===== src/rtl/rra_pkg.sv =====
// shared types and constants for the rotation accumulator
package rra_pkg;

   typedef enum logic [2:0] {
      ST_IDLE,
      ST_CORDIC,
      ST_K2,
      ST_RMAT,
      ST_MMUL,
      ST_COMMIT,
      ST_OUT
   } state_type;

   typedef struct packed {
      logic load_row;
      logic start_rot;
      logic cordic_step;
      logic k2_step;
      logic r_step;
      logic m_step;
      logic commit;
      logic out_valid;
   } cmd_type;

   typedef struct packed {
      logic cordic_done;
      logic k2_done;
      logic r_done;
      logic m_done;
   } status_type;

   localparam logic ACTION_LOAD   = 1'b0;
   localparam logic ACTION_ROTATE = 1'b1;

   localparam logic signed [33:0] CORDIC_GAIN = 34'sd652032874;

   function automatic logic signed [33:0] atan_lut(input logic [4:0] idx);
      logic signed [33:0] v;
      case (idx)
         5'd0:  v = 34'sd536870912;
         5'd1:  v = 34'sd316933406;
         5'd2:  v = 34'sd167458907;
         5'd3:  v = 34'sd85004756;
         5'd4:  v = 34'sd42667331;
         5'd5:  v = 34'sd21354465;
         5'd6:  v = 34'sd10679838;
         5'd7:  v = 34'sd5340245;
         5'd8:  v = 34'sd2670163;
         5'd9:  v = 34'sd1335087;
         5'd10: v = 34'sd667544;
         5'd11: v = 34'sd333772;
         5'd12: v = 34'sd166886;
         5'd13: v = 34'sd83443;
         5'd14: v = 34'sd41722;
         5'd15: v = 34'sd20861;
         5'd16: v = 34'sd10430;
         5'd17: v = 34'sd5215;
         5'd18: v = 34'sd2608;
         5'd19: v = 34'sd1304;
         5'd20: v = 34'sd652;
         5'd21: v = 34'sd326;
         5'd22: v = 34'sd163;
         5'd23: v = 34'sd81;
         5'd24: v = 34'sd41;
         5'd25: v = 34'sd20;
         5'd26: v = 34'sd10;
         5'd27: v = 34'sd5;
         5'd28: v = 34'sd3;
         5'd29: v = 34'sd1;
         5'd30: v = 34'sd1;
         default: v = 34'sd0;
      endcase
      return v;
   endfunction

   function automatic logic signed [15:0] sat16(input logic signed [47:0] v);
      logic signed [15:0] r;
      if (v > 48'sd32767) r = 16'sd32767;
      else if (v < -48'sd32768) r = -16'sd32768;
      else r = v[15:0];
      return r;
   endfunction

endpackage


===== src/rtl/rra_ctrl.sv =====
// sequencing state machine for load and rotate items
module rra_ctrl (
   input  logic                clock,
   input  logic                reset,
   input  logic                in_beat,
   input  logic                in_rotate,
   input  logic                out_beat,
   input  rra_pkg::status_type status,
   output rra_pkg::cmd_type    cmd,
   output logic                busy
);

   rra_pkg::state_type state_ff, state_in;

   always_ff @(posedge clock) begin
      if (reset) state_ff <= rra_pkg::ST_IDLE;
      else state_ff <= state_in;
   end

   always_comb begin
      state_in = state_ff;
      case (state_ff)
         rra_pkg::ST_IDLE: begin
            if (in_beat) state_in = in_rotate ? rra_pkg::ST_CORDIC : rra_pkg::ST_OUT;
         end
         rra_pkg::ST_CORDIC: if (status.cordic_done) state_in = rra_pkg::ST_K2;
         rra_pkg::ST_K2:     if (status.k2_done) state_in = rra_pkg::ST_RMAT;
         rra_pkg::ST_RMAT:   if (status.r_done) state_in = rra_pkg::ST_MMUL;
         rra_pkg::ST_MMUL:   if (status.m_done) state_in = rra_pkg::ST_COMMIT;
         rra_pkg::ST_COMMIT: state_in = rra_pkg::ST_OUT;
         rra_pkg::ST_OUT:    if (out_beat) state_in = rra_pkg::ST_IDLE;
         default:            state_in = rra_pkg::ST_IDLE;
      endcase
   end

   always_comb begin
      cmd = '0;
      busy = 1'b1;
      case (state_ff)
         rra_pkg::ST_IDLE: begin
            busy = 1'b0;
            cmd.load_row = in_beat && !in_rotate;
            cmd.start_rot = in_beat && in_rotate;
         end
         rra_pkg::ST_CORDIC: cmd.cordic_step = 1'b1;
         rra_pkg::ST_K2:     cmd.k2_step = 1'b1;
         rra_pkg::ST_RMAT:   cmd.r_step = 1'b1;
         rra_pkg::ST_MMUL:   cmd.m_step = 1'b1;
         rra_pkg::ST_COMMIT: cmd.commit = 1'b1;
         rra_pkg::ST_OUT:    cmd.out_valid = 1'b1;
         default:            busy = 1'b1;
      endcase
   end

   a_out_after_commit: assert property (@(posedge clock) disable iff (reset)
      state_ff == rra_pkg::ST_COMMIT |=> state_ff == rra_pkg::ST_OUT)
      else $error("commit not followed by output");
   a_no_accept_busy: assert property (@(posedge clock) disable iff (reset)
      busy |-> !(cmd.load_row || cmd.start_rot))
      else $error("item taken while busy");
   a_out_holds: assert property (@(posedge clock) disable iff (reset)
      cmd.out_valid && !out_beat |=> cmd.out_valid)
      else $error("result dropped");

endmodule


===== src/rtl/rra_dp.sv =====
// cordic, shared multiplier and matrix storage
module rra_dp #(
   parameter int FRAC_BITS    = 14,
   parameter int CORDIC_STEPS = 16
) (
   input  logic                clock,
   input  logic                reset,
   input  rra_pkg::cmd_type    cmd,
   input  logic [1:0]          in_row,
   input  logic signed [15:0]  in_x,
   input  logic signed [15:0]  in_y,
   input  logic signed [15:0]  in_z,
   input  logic signed [15:0]  in_angle,
   output rra_pkg::status_type status,
   output logic [143:0]        mat_flat
);

   localparam int NSTEPS = (CORDIC_STEPS > 32) ? 32 : CORDIC_STEPS;
   localparam int SC_SH = 30 - FRAC_BITS;
   localparam logic signed [47:0] ONE = 48'sd1 <<< FRAC_BITS;
   localparam logic signed [47:0] HALF_F = 48'sd1 <<< (FRAC_BITS - 1);
   localparam logic signed [33:0] HALF_SC = (SC_SH > 0) ? (34'sd1 <<< (SC_SH - 1)) : 34'sd0;

   logic signed [15:0] mat_ff [9];
   logic signed [15:0] newm_ff [9];
   logic signed [16:0] k_ff [9];
   logic signed [23:0] k2_ff [9];
   logic signed [15:0] r_ff [9];
   logic signed [33:0] cx_ff, cy_ff, cz_ff;
   logic               flip_ff;
   logic [5:0]         step_ff;
   logic signed [33:0] sn_ff, omc_ff;
   logic [1:0]         row_ff, col_ff, t_ff;
   logic [3:0]         ent_ff;
   logic               issued_ff;
   logic signed [47:0] prod_ff, acc_ff;
   logic               pv_ff, pfirst_ff, plast_ff;
   logic [3:0]         pidx_ff;

   logic signed [15:0] ang_adj;
   logic               flip_in;
   logic signed [33:0] ysh, xsh, at;
   logic signed [33:0] cos_x, sin_y;
   logic [3:0]         row_base;
   logic [3:0]         a_idx, b_idx;
   logic signed [33:0] ma;
   logic signed [23:0] mb;
   logic signed [57:0] prod;
   logic signed [47:0] sum, rnd;
   logic               mac_on, issue, t_last, ent_last, fin, diag;

   always_comb begin
      flip_in = 1'b0;
      ang_adj = in_angle;
      if (in_angle >= 16'sd16384) begin
         ang_adj = in_angle - 16'sd32767 - 16'sd1;
         flip_in = 1'b1;
      end else if (in_angle < -16'sd16384) begin
         ang_adj = in_angle + 16'sd32767 + 16'sd1;
         flip_in = 1'b1;
      end
   end

   assign ysh = cy_ff >>> step_ff[4:0];
   assign xsh = cx_ff >>> step_ff[4:0];
   assign at  = rra_pkg::atan_lut(step_ff[4:0]);
   assign cos_x = flip_ff ? -cx_ff : cx_ff;
   assign sin_y = flip_ff ? -cy_ff : cy_ff;

   assign row_base = 4'(in_row) * 4'd3;

   always_comb begin
      a_idx = 4'(row_ff) * 4'd3 + 4'(t_ff);
      b_idx = 4'(t_ff) * 4'd3 + 4'(col_ff);
      ma = '0;
      mb = '0;
      if (cmd.k2_step) begin
         ma = 34'(k_ff[a_idx]);
         mb = 24'(k_ff[b_idx]);
      end else if (cmd.r_step) begin
         ma = (t_ff == 2'd0) ? sn_ff : omc_ff;
         mb = (t_ff == 2'd0) ? 24'(k_ff[ent_ff]) : k2_ff[ent_ff];
      end else if (cmd.m_step) begin
         ma = 34'(r_ff[a_idx]);
         mb = 24'(mat_ff[b_idx]);
      end
   end

   assign prod = ma * mb;
   assign mac_on = cmd.k2_step || cmd.r_step || cmd.m_step;
   assign issue = mac_on && !issued_ff;
   assign t_last = cmd.r_step ? (t_ff == 2'd1) : (t_ff == 2'd2);
   assign ent_last = (ent_ff == 4'd8);
   // products land in the cycle after issue and are summed there
   assign sum = pfirst_ff ? prod_ff : acc_ff + prod_ff;
   assign rnd = (sum + HALF_F) >>> FRAC_BITS;
   assign fin = pv_ff && plast_ff && (pidx_ff == 4'd8);
   assign diag = pidx_ff inside {4'd0, 4'd4, 4'd8};

   always_ff @(posedge clock) begin
      if (reset) begin
         for (int e = 0; e < 9; e++)
            mat_ff[e] <= (e == 0 || e == 4 || e == 8) ? rra_pkg::sat16(ONE) : 16'sd0;
         step_ff <= '0;
         row_ff <= '0;
         col_ff <= '0;
         t_ff <= '0;
         ent_ff <= '0;
         issued_ff <= 1'b0;
         pv_ff <= 1'b0;
         pfirst_ff <= 1'b0;
         plast_ff <= 1'b0;
         pidx_ff <= '0;
      end else begin
         if (cmd.load_row && in_row != 2'd3) begin
            mat_ff[row_base]        <= in_x;
            mat_ff[row_base + 4'd1] <= in_y;
            mat_ff[row_base + 4'd2] <= in_z;
         end
         if (cmd.start_rot) begin
            k_ff[0] <= '0;           k_ff[1] <= -17'(in_z);   k_ff[2] <= 17'(in_y);
            k_ff[3] <= 17'(in_z);    k_ff[4] <= '0;           k_ff[5] <= -17'(in_x);
            k_ff[6] <= -17'(in_y);   k_ff[7] <= 17'(in_x);    k_ff[8] <= '0;
            cx_ff <= rra_pkg::CORDIC_GAIN;
            cy_ff <= '0;
            cz_ff <= 34'(ang_adj) <<< 16;
            flip_ff <= flip_in;
            step_ff <= '0;
         end
         if (cmd.cordic_step) begin
            if (step_ff < 6'(NSTEPS)) begin
               if (!cz_ff[33]) begin
                  cx_ff <= cx_ff - ysh;
                  cy_ff <= cy_ff + xsh;
                  cz_ff <= cz_ff - at;
               end else begin
                  cx_ff <= cx_ff + ysh;
                  cy_ff <= cy_ff - xsh;
                  cz_ff <= cz_ff + at;
               end
               step_ff <= step_ff + 6'd1;
            end else begin
               sn_ff <= (sin_y + HALF_SC) >>> SC_SH;
               omc_ff <= 34'(ONE - 48'((cos_x + HALF_SC) >>> SC_SH));
            end
         end
         if (issue) begin
            if (t_last) begin
               t_ff <= '0;
               if (ent_last) begin
                  row_ff <= '0;
                  col_ff <= '0;
                  ent_ff <= '0;
                  issued_ff <= 1'b1;
               end else begin
                  ent_ff <= ent_ff + 4'd1;
                  if (col_ff == 2'd2) begin
                     col_ff <= '0;
                     row_ff <= row_ff + 2'd1;
                  end else begin
                     col_ff <= col_ff + 2'd1;
                  end
               end
            end else begin
               t_ff <= t_ff + 2'd1;
            end
         end
         pv_ff <= issue;
         pfirst_ff <= (t_ff == 2'd0);
         plast_ff <= t_last;
         pidx_ff <= ent_ff;
         prod_ff <= 48'(prod);
         if (pv_ff) begin
            acc_ff <= sum;
            if (plast_ff) begin
               if (cmd.k2_step) k2_ff[pidx_ff] <= 24'(rnd);
               if (cmd.r_step)  r_ff[pidx_ff] <= rra_pkg::sat16(rnd + (diag ? ONE : 48'sd0));
               if (cmd.m_step)  newm_ff[pidx_ff] <= rra_pkg::sat16(rnd);
            end
         end
         if (fin) issued_ff <= 1'b0;
         if (cmd.commit)
            for (int e = 0; e < 9; e++) mat_ff[e] <= newm_ff[e];
      end
   end

   assign status.cordic_done = cmd.cordic_step && (step_ff == 6'(NSTEPS));
   assign status.k2_done = cmd.k2_step && fin;
   assign status.r_done = cmd.r_step && fin;
   assign status.m_done = cmd.m_step && fin;

   always_comb begin
      for (int e = 0; e < 9; e++) mat_flat[e*16 +: 16] = mat_ff[e];
   end

endmodule


===== src/rtl/rodrigues_rotation_accumulate_top.sv =====
// top level of the rotation accumulator
// A load beat writes the selected row (row 3 writes nothing) and the matrix is
// offered on the next cycle. A rotate beat runs the CORDIC iterations, then K^2,
// R and R*M on one shared multiplier (three products per entry for K^2 and R*M,
// two for R) and a commit, and then the result is offered. One beat is worked on
// at a time: the next beat is taken only once the result has been taken, so a
// result held back by rsp_tready holds off the input.
module rodrigues_rotation_accumulate_top #(
   parameter int FRAC_BITS    = 14,
   parameter int CORDIC_STEPS = 16
) (
   input  logic         clock,
   input  logic         reset,
   input  logic         req_tvalid,
   output logic         req_tready,
   // comp_x, comp_y, comp_z, angle
   input  logic [63:0]  req_tdata,
   // action, row_select
   input  logic [2:0]   req_tuser,
   output logic         rsp_tvalid,
   input  logic         rsp_tready,
   // m00, m01, m02, m10, m11, m12, m20, m21, m22
   output logic [143:0] rsp_tdata
);

   rra_pkg::cmd_type    cmd;
   rra_pkg::status_type status;
   logic busy, in_beat, out_beat;

   assign req_tready = !busy;
   assign in_beat = req_tvalid && req_tready;
   assign out_beat = rsp_tvalid && rsp_tready;
   assign rsp_tvalid = cmd.out_valid;

   rra_ctrl u_ctrl (
      .clock(clock), .reset(reset), .in_beat(in_beat),
      .in_rotate(req_tuser[0] == rra_pkg::ACTION_ROTATE),
      .out_beat(out_beat), .status(status), .cmd(cmd), .busy(busy)
   );

   rra_dp #(.FRAC_BITS(FRAC_BITS), .CORDIC_STEPS(CORDIC_STEPS)) u_dp (
      .clock(clock), .reset(reset), .cmd(cmd),
      .in_row(req_tuser[2:1]), .in_x(req_tdata[15:0]), .in_y(req_tdata[31:16]),
      .in_z(req_tdata[47:32]), .in_angle(req_tdata[63:48]),
      .status(status), .mat_flat(rsp_tdata)
   );

endmodule


===== config.mk =====
export PLATFORM = sky130hd
export DESIGN_NAME = rodrigues_rotation_accumulate_top
export DESIGN_NICKNAME = d
export VERILOG_FILES = /design/src/rtl/rra_pkg.sv /design/src/rtl/rra_ctrl.sv /design/src/rtl/rra_dp.sv /design/src/rtl/rodrigues_rotation_accumulate_top.sv
export SDC_FILE = /design/constraint.sdc
export NUM_CORES = 2
export LEC_CHECK = 0
export BUFFER_PORTS_ARGS = -buffer_cell sky130_fd_sc_hd__buf_4
export CAP_MARGIN = 0
export CORE_ASPECT_RATIO = 0.5
export CORE_MARGIN = 2
export CORE_UTILIZATION = 35
export CTS_CLUSTER_DIAMETER = 150
export DETAILED_ROUTE_END_ITERATION = 8
export GPL_ROUTABILITY_DRIVEN = 0
export MAX_ROUTING_LAYER = met4
export PLACE_DENSITY_LB_ADDON = 0.12
export SYNTH_ARGS = -nofsm -noshare
export SYNTH_HDL_FRONTEND = slang
export SYNTH_HIERARCHICAL = 1
export SYNTH_SLANG_ARGS = --single-unit

===== constraint.sdc =====
create_clock -name clock -period 11.9 [get_ports clock]
set_input_delay 0 -clock clock [delete_from_list [all_inputs] [get_ports clock]]
set_output_delay 0 -clock clock [all_outputs]
set_load 0.005 [all_outputs]

==> results.rst <==
.. list-table::
   :header-rows: 1

   * - Metric
     - Value
   * - Post-Place Cells
     - approximately 11k
   * - Average instance area after synthesis
     - 10.7 um2
   * - Routed wirelength normalized by instance count
     - ~28 um
   * - Sequential cell area in the final layout
     - 34,100 um2
   * - Fin Clk Skew
     - between 0.07 and 0.08 ns
   * - Fill count
     - 24.2k
   * - Portion of total power attributed to the clock network
     - between 10% and 20%
   * - Largest net degree at the start of global routing
     - 122
   * - Area growth from synthesis to layout
     - 12.2%
   * - Number of vias per cell
     - 5.60
   * - Required time of the critical path
     - around 12 ns
   * - Latest clock arrival within the worst-skew pair
     - approximately 0.8 ns
   * - WHS Path Cells
     - 5
   * - Hold path startpoint
     - req_tuser[1]
   * - Worst hold-check path type
     - input pin to flop
   * - Buffers plus inverters on the worst setup path
     - 7
   * - Number of iterations in the first detailed-routing pass
     - 6
   * - Synth warn
     - 6
   * - Number of nets still failing antenna checks after routing
     - 0
   * - Number of instances in the synthesized netlist
     - 8,163
   * - Endpoint of the lowest-slack register-to-register path
     - u_dp/prod_ff[46]$_DFFE_PN_
   * - Number of enable flip-flop cells after synthesis
     - between 1k and 1.5k
   * - Final Critical Period
     - 11.39 ns
   * - Crit path kind
     - flop to flop
   * - CP max stage delay
     - 0.93 ns
   * - Starting Density
     - between 30% and 40%
   * - Crit path top cell by count
     - sky130_fd_sc_hd__fa_1
   * - Total count of hold-check failures in the final report
     - 0
   * - Total number of vias
     - 65.4k
   * - Sum Neg Setup Slack
     - 0 ns
   * - First-pass GRT wire length
     - around 470,000 um
   * - Crit path DAT
     - 11.87 ns
   * - Crit path max-delay cell type
     - sky130_fd_sc_hd__fa_4
   * - Clock tree from TritonCTS
     - built
   * - Cell depth of the worst flop-to-flop path
     - 34
   * - CORE AREA
     - 248,000 um2
   * - Maximum achievable frequency
     - 87.8 MHz
   * - Placed wire-length estimate
     - about 240,000 um
   * - Register-to-register setup slack
     - 0.51 ns
   * - Cell Area, Synth
     - ~90,000 um2
   * - Largest buffer count on any clock path
     - 3
   * - Finish-stage setup viols
     - 0
   * - Overall global routing resource usage
     - around a quarter
   * - Maximum fanout encountered on the critical timing path
     - 13
   * - H-tree depth reported by CTS
     - 3
   * - Seq/Total Area, Yosys
     - 38.9%
   * - Largest delay share family, worst path
     - adder cells
   * - Horiz. Die Dim
     - 711 um
   * - Internal power contribution
     - 0.0135 W
   * - Num Clock Sinks
     - 1,154
   * - Floorplan die height
     - 357 um
   * - Total gr overflow
     - 0
   * - Library cell used as clock root buffer
     - sky130_fd_sc_hd__clkbuf_16
   * - WHS Endpoint
     - u_dp/mat_ff[0][14]$_DFFE_PP_
   * - Worst Max-Slew Pin Slew
     - about 1.4 ns
   * - Number of max-slew violations in the final report
     - 0
   * - Top-level port count
     - 217
   * - Number of global-route vias before repair
     - roughly 63k
   * - Pwr/cell area
     - 258 nW/um2
   * - Unrepaired setup endpoints after global routing
     - true
   * - Final layout net count
     - 9,169
   * - Number of flip-flops and latches in the synthesized netlist
     - roughly 1.2k
   * - Leakage component of the power
     - 37.8 nW
   * - Non-filler cells in the finished layout
     - 11.7k
   * - Max_slew headroom
     - under 10%
   * - Share of post-route cells with drive strength above 1
     - around 14%
   * - Residual DRC count
     - 0
   * - Period Utilization, post-route
     - between 90% and 100%
   * - Distinct cell type count of the synthesized netlist
     - 114
   * - Area of combinational cells with multiple inputs
     - 49,000 um2
   * - Sequential Power Share
     - 26.3%
   * - Launch point of the worst reg-to-reg path
     - u_dp/t_ff[0]$_SDFFE_PP0P_
   * - Ys async rst share
     - 0%
   * - Initial antenna violation count
     - 17
   * - Initial DRC count
     - 6,732
   * - Highest ir drop seen on vdd
     - 0.178 mV
   * - Count of input and output buffers
     - 216
   * - Status
     - finished clean
   * - Switching component of the power
     - 0.0118 W
   * - Die footprint
     - 254,000 um2
   * - TritonCTS buffer count
     - ~120
   * - WL final
     - roughly 330,000 um
   * - Clock slew seen by the registers of the worst setup and hold paths
     - 0.07 ns
   * - Power share of the combinational group
     - around three fifths
   * - Critical Path Source Type
     - flop
   * - Number of maximum-capacitance constraint violations
     - 0
   * - Critical path endpoint category
     - flop
   * - Most used flip-flop cell after synthesis
     - sky130_fd_sc_hd__edfxtp_1
   * - Switching Share
     - 46.5%
   * - FP Rows
     - 129
-- worst register-to-register path: cells and delay by family, from the launching register on --
kind	cells	cell delay, ns
XOR/XNOR	1	0.10
flip-flops	1	0.44
adder cells (fa/ha/maj)	11	5.79
AO/OA/AOI/OAI	10	2.59
multiplexers	1	0.57
AND/OR/NAND/NOR	4	0.69
buffers and inverters	7	0.87
-- state kept, by name (all words and copies together), names as in the netlist, 48 cells and up, named ones only --
register / count
u_dp/mat_ff: 256
u_dp/prod_ff: 48
u_dp/newm_ff: 144
u_dp/k_ff: 96
u_dp/k2_ff: 216
u_dp/r_ff: 144
u_dp/acc_ff: 48
-- cell usage in the layout (no fill, tap or decap), types with 94 or more instances in the layout --
cell / count
sky130_fd_sc_hd__edfxtp_1: 1093
sky130_fd_sc_hd__nand2_1: 908
sky130_fd_sc_hd__inv_1: 734
sky130_fd_sc_hd__o21ai_0: 556
sky130_fd_sc_hd__fa_1: 544
sky130_fd_sc_hd__nor2_1: 503
sky130_fd_sc_hd__buf_4: 409
sky130_fd_sc_hd__a21oi_1: 339
sky130_fd_sc_hd__ha_1: 310
sky130_fd_sc_hd__mux4_2: 282
sky130_fd_sc_hd__xnor2_1: 217
sky130_fd_sc_hd__xor2_1: 165
sky130_fd_sc_hd__mux2_2: 134
sky130_fd_sc_hd__nor3_1: 131
sky130_fd_sc_hd__clkbuf_16: 117
sky130_fd_sc_hd__mux2i_1: 114
sky130_fd_sc_hd__a22oi_1: 107
sky130_fd_sc_hd__nand3_1: 94
-- synthesized netlist by cell type (26+ instances only) --
master | count | share of area, %
sky130_fd_sc_hd__inv_1 | 735 | 3.2
sky130_fd_sc_hd__clkbuf_1 | 476 | 2.0
sky130_fd_sc_hd__nor2_1 | 529 | 2.3
sky130_fd_sc_hd__and2_1 | 90 | 0.64
sky130_fd_sc_hd__nand3_1 | 95 | 0.54
sky130_fd_sc_hd__a221o_1 | 49 | 0.56
sky130_fd_sc_hd__mux2_2 | 134 | 1.7
sky130_fd_sc_hd__o21bai_1 | 31 | 0.27
sky130_fd_sc_hd__nand2_1 | 913 | 3.9
sky130_fd_sc_hd__edfxtp_1 | 1093 | 38
sky130_fd_sc_hd__nand2b_1 | 63 | 0.45
sky130_fd_sc_hd__a211oi_1 | 55 | 0.47
sky130_fd_sc_hd__fa_1 | 546 | 12
sky130_fd_sc_hd__o21a_1 | 61 | 0.52
sky130_fd_sc_hd__nor3_1 | 133 | 0.76
sky130_fd_sc_hd__buf_1 | 73 | 0.31
sky130_fd_sc_hd__or3_1 | 38 | 0.27
sky130_fd_sc_hd__o211ai_1 | 38 | 0.33
sky130_fd_sc_hd__xor2_1 | 166 | 1.7
sky130_fd_sc_hd__nand3b_1 | 76 | 0.65
sky130_fd_sc_hd__dfxtp_1 | 61 | 1.4
sky130_fd_sc_hd__and3_1 | 54 | 0.39
sky130_fd_sc_hd__o31ai_1 | 26 | 0.22
sky130_fd_sc_hd__a31oi_1 | 48 | 0.34
sky130_fd_sc_hd__nand4_1 | 38 | 0.27
sky130_fd_sc_hd__ha_1 | 315 | 4.5
sky130_fd_sc_hd__xnor2_1 | 217 | 2.2
sky130_fd_sc_hd__a21o_1 | 69 | 0.59
sky130_fd_sc_hd__a21oi_1 | 340 | 1.9
sky130_fd_sc_hd__mux4_2 | 282 | 7.3
sky130_fd_sc_hd__nor4_1 | 42 | 0.30
sky130_fd_sc_hd__nor2b_1 | 77 | 0.55
sky130_fd_sc_hd__a22oi_1 | 107 | 0.92
sky130_fd_sc_hd__o22ai_1 | 33 | 0.24
sky130_fd_sc_hd__mux2i_1 | 114 | 1.3
sky130_fd_sc_hd__o21ai_0 | 584 | 3.3
-- how the worst max path moves through the flow --
stage | start | end | slack, ns | cells past startpoint
after floorplan | u_dp/t_ff[1]$_SDFFE_PP0P_ | u_dp/prod_ff[46]$_DFFE_PN_ | 0.69 | 44
after global placement | u_dp/t_ff[0]$_SDFFE_PP0P_ | u_dp/prod_ff[46]$_DFFE_PN_ | 0.34 | 39
after detailed placement | u_dp/t_ff[0]$_SDFFE_PP0P_ | u_dp/prod_ff[46]$_DFFE_PN_ | 0.25 | 39
after CTS | u_dp/t_ff[0]$_SDFFE_PP0P_ | u_dp/prod_ff[46]$_DFFE_PN_ | 0.14 | 39
after global routing | u_dp/t_ff[0]$_SDFFE_PP0P_ | u_dp/prod_ff[46]$_DFFE_PN_ | -0.04 | 39
final | u_dp/t_ff[0]$_SDFFE_PP0P_ | u_dp/prod_ff[46]$_DFFE_PN_ | 0.51 | 34
-- final cells by class --
| class | count | area share, % |
|---|---|---|
| Multi-Input combinational cell | 5725 | 50.0 |
| Sequential cell | 1154 | 34.7 |
| Tap cell | 3340 | 4.26 |
| Timing Repair Buffer | 498 | 4.18 |
| Clock buffer | 147 | 3.11 |
| Inverter | 743 | 2.85 |
| Clock inverter | 71 | 0.900 |
| Antenna cell | 8 | 0.0204 |
-- metal layers --
layer / up-vias / wire [um] / track usage, %
met3: 494 / 21000 / 3.32
met2: 2417 / 153000 / 41.7
li1: 29100 / - / -
met1: 33400 / 139000 / 33.9
met4: 0 / 15100 / 9.89
met5: - / 0 / -
-- repair_timing --
item / in CTS / in global routing
buffers inserted: 0 / 4
hold buffers: 76 / 0
gates resized for setup: 0 / 9
endpoints found under the hold margin: 405 / 0
endpoints found under the setup margin: 0 / 7
-- power groups by stage --
stage	clock (W)	sequential, W	combinational [W]
after global placement	0	0.00674	0.0146
after global routing	0.00413	0.00671	0.0162
after CTS	0.00398	0.00665	0.0147
after floorplan	0	0.00618	0.0101
final	0.00391	0.00665	0.0148
after detailed placement	0	0.00673	0.0146
-- stage by stage --
stage / power [W] / setup slack, ns / util (%) / hold slack (ns) / instance area [um2]
2_1_floorplan: 0.0163 / 0.691 / - / 0.0624 / 87600
3_3_place_gp: 0.0213 / 0.339 / 37.6 / 0.315 / 93300
3_5_place_dp: 0.0213 / 0.255 / 37.6 / 0.312 / 93300
4_1_cts: 0.0253 / 0.138 / 39.5 / 0.0513 / 98000
5_1_grt: 0.0270 / -0.0438 / 39.6 / 0.101 / 98100
6_report: 0.0253 / 0.514 / 39.6 / 0.117 / 98100
-- logic make-up (layout without fill, tap and decap cells) --
kind of cell	after synthesis	in the layout	share of synthesized area (%)
adder cells (fa/ha/maj)	863	863	17.0
flip-flops	1154	1154	38.9
XOR/XNOR	385	385	3.90
multiplexers	530	530	10.3
AO/OA/AOI/OAI	1659	1659	12.1
other	1	40	0.00429
buffers and inverters	1315	1459	5.71
AND/OR/NAND/NOR	2256	2256	12.1
No activity file was read; power rests on OpenSTA's default activity.
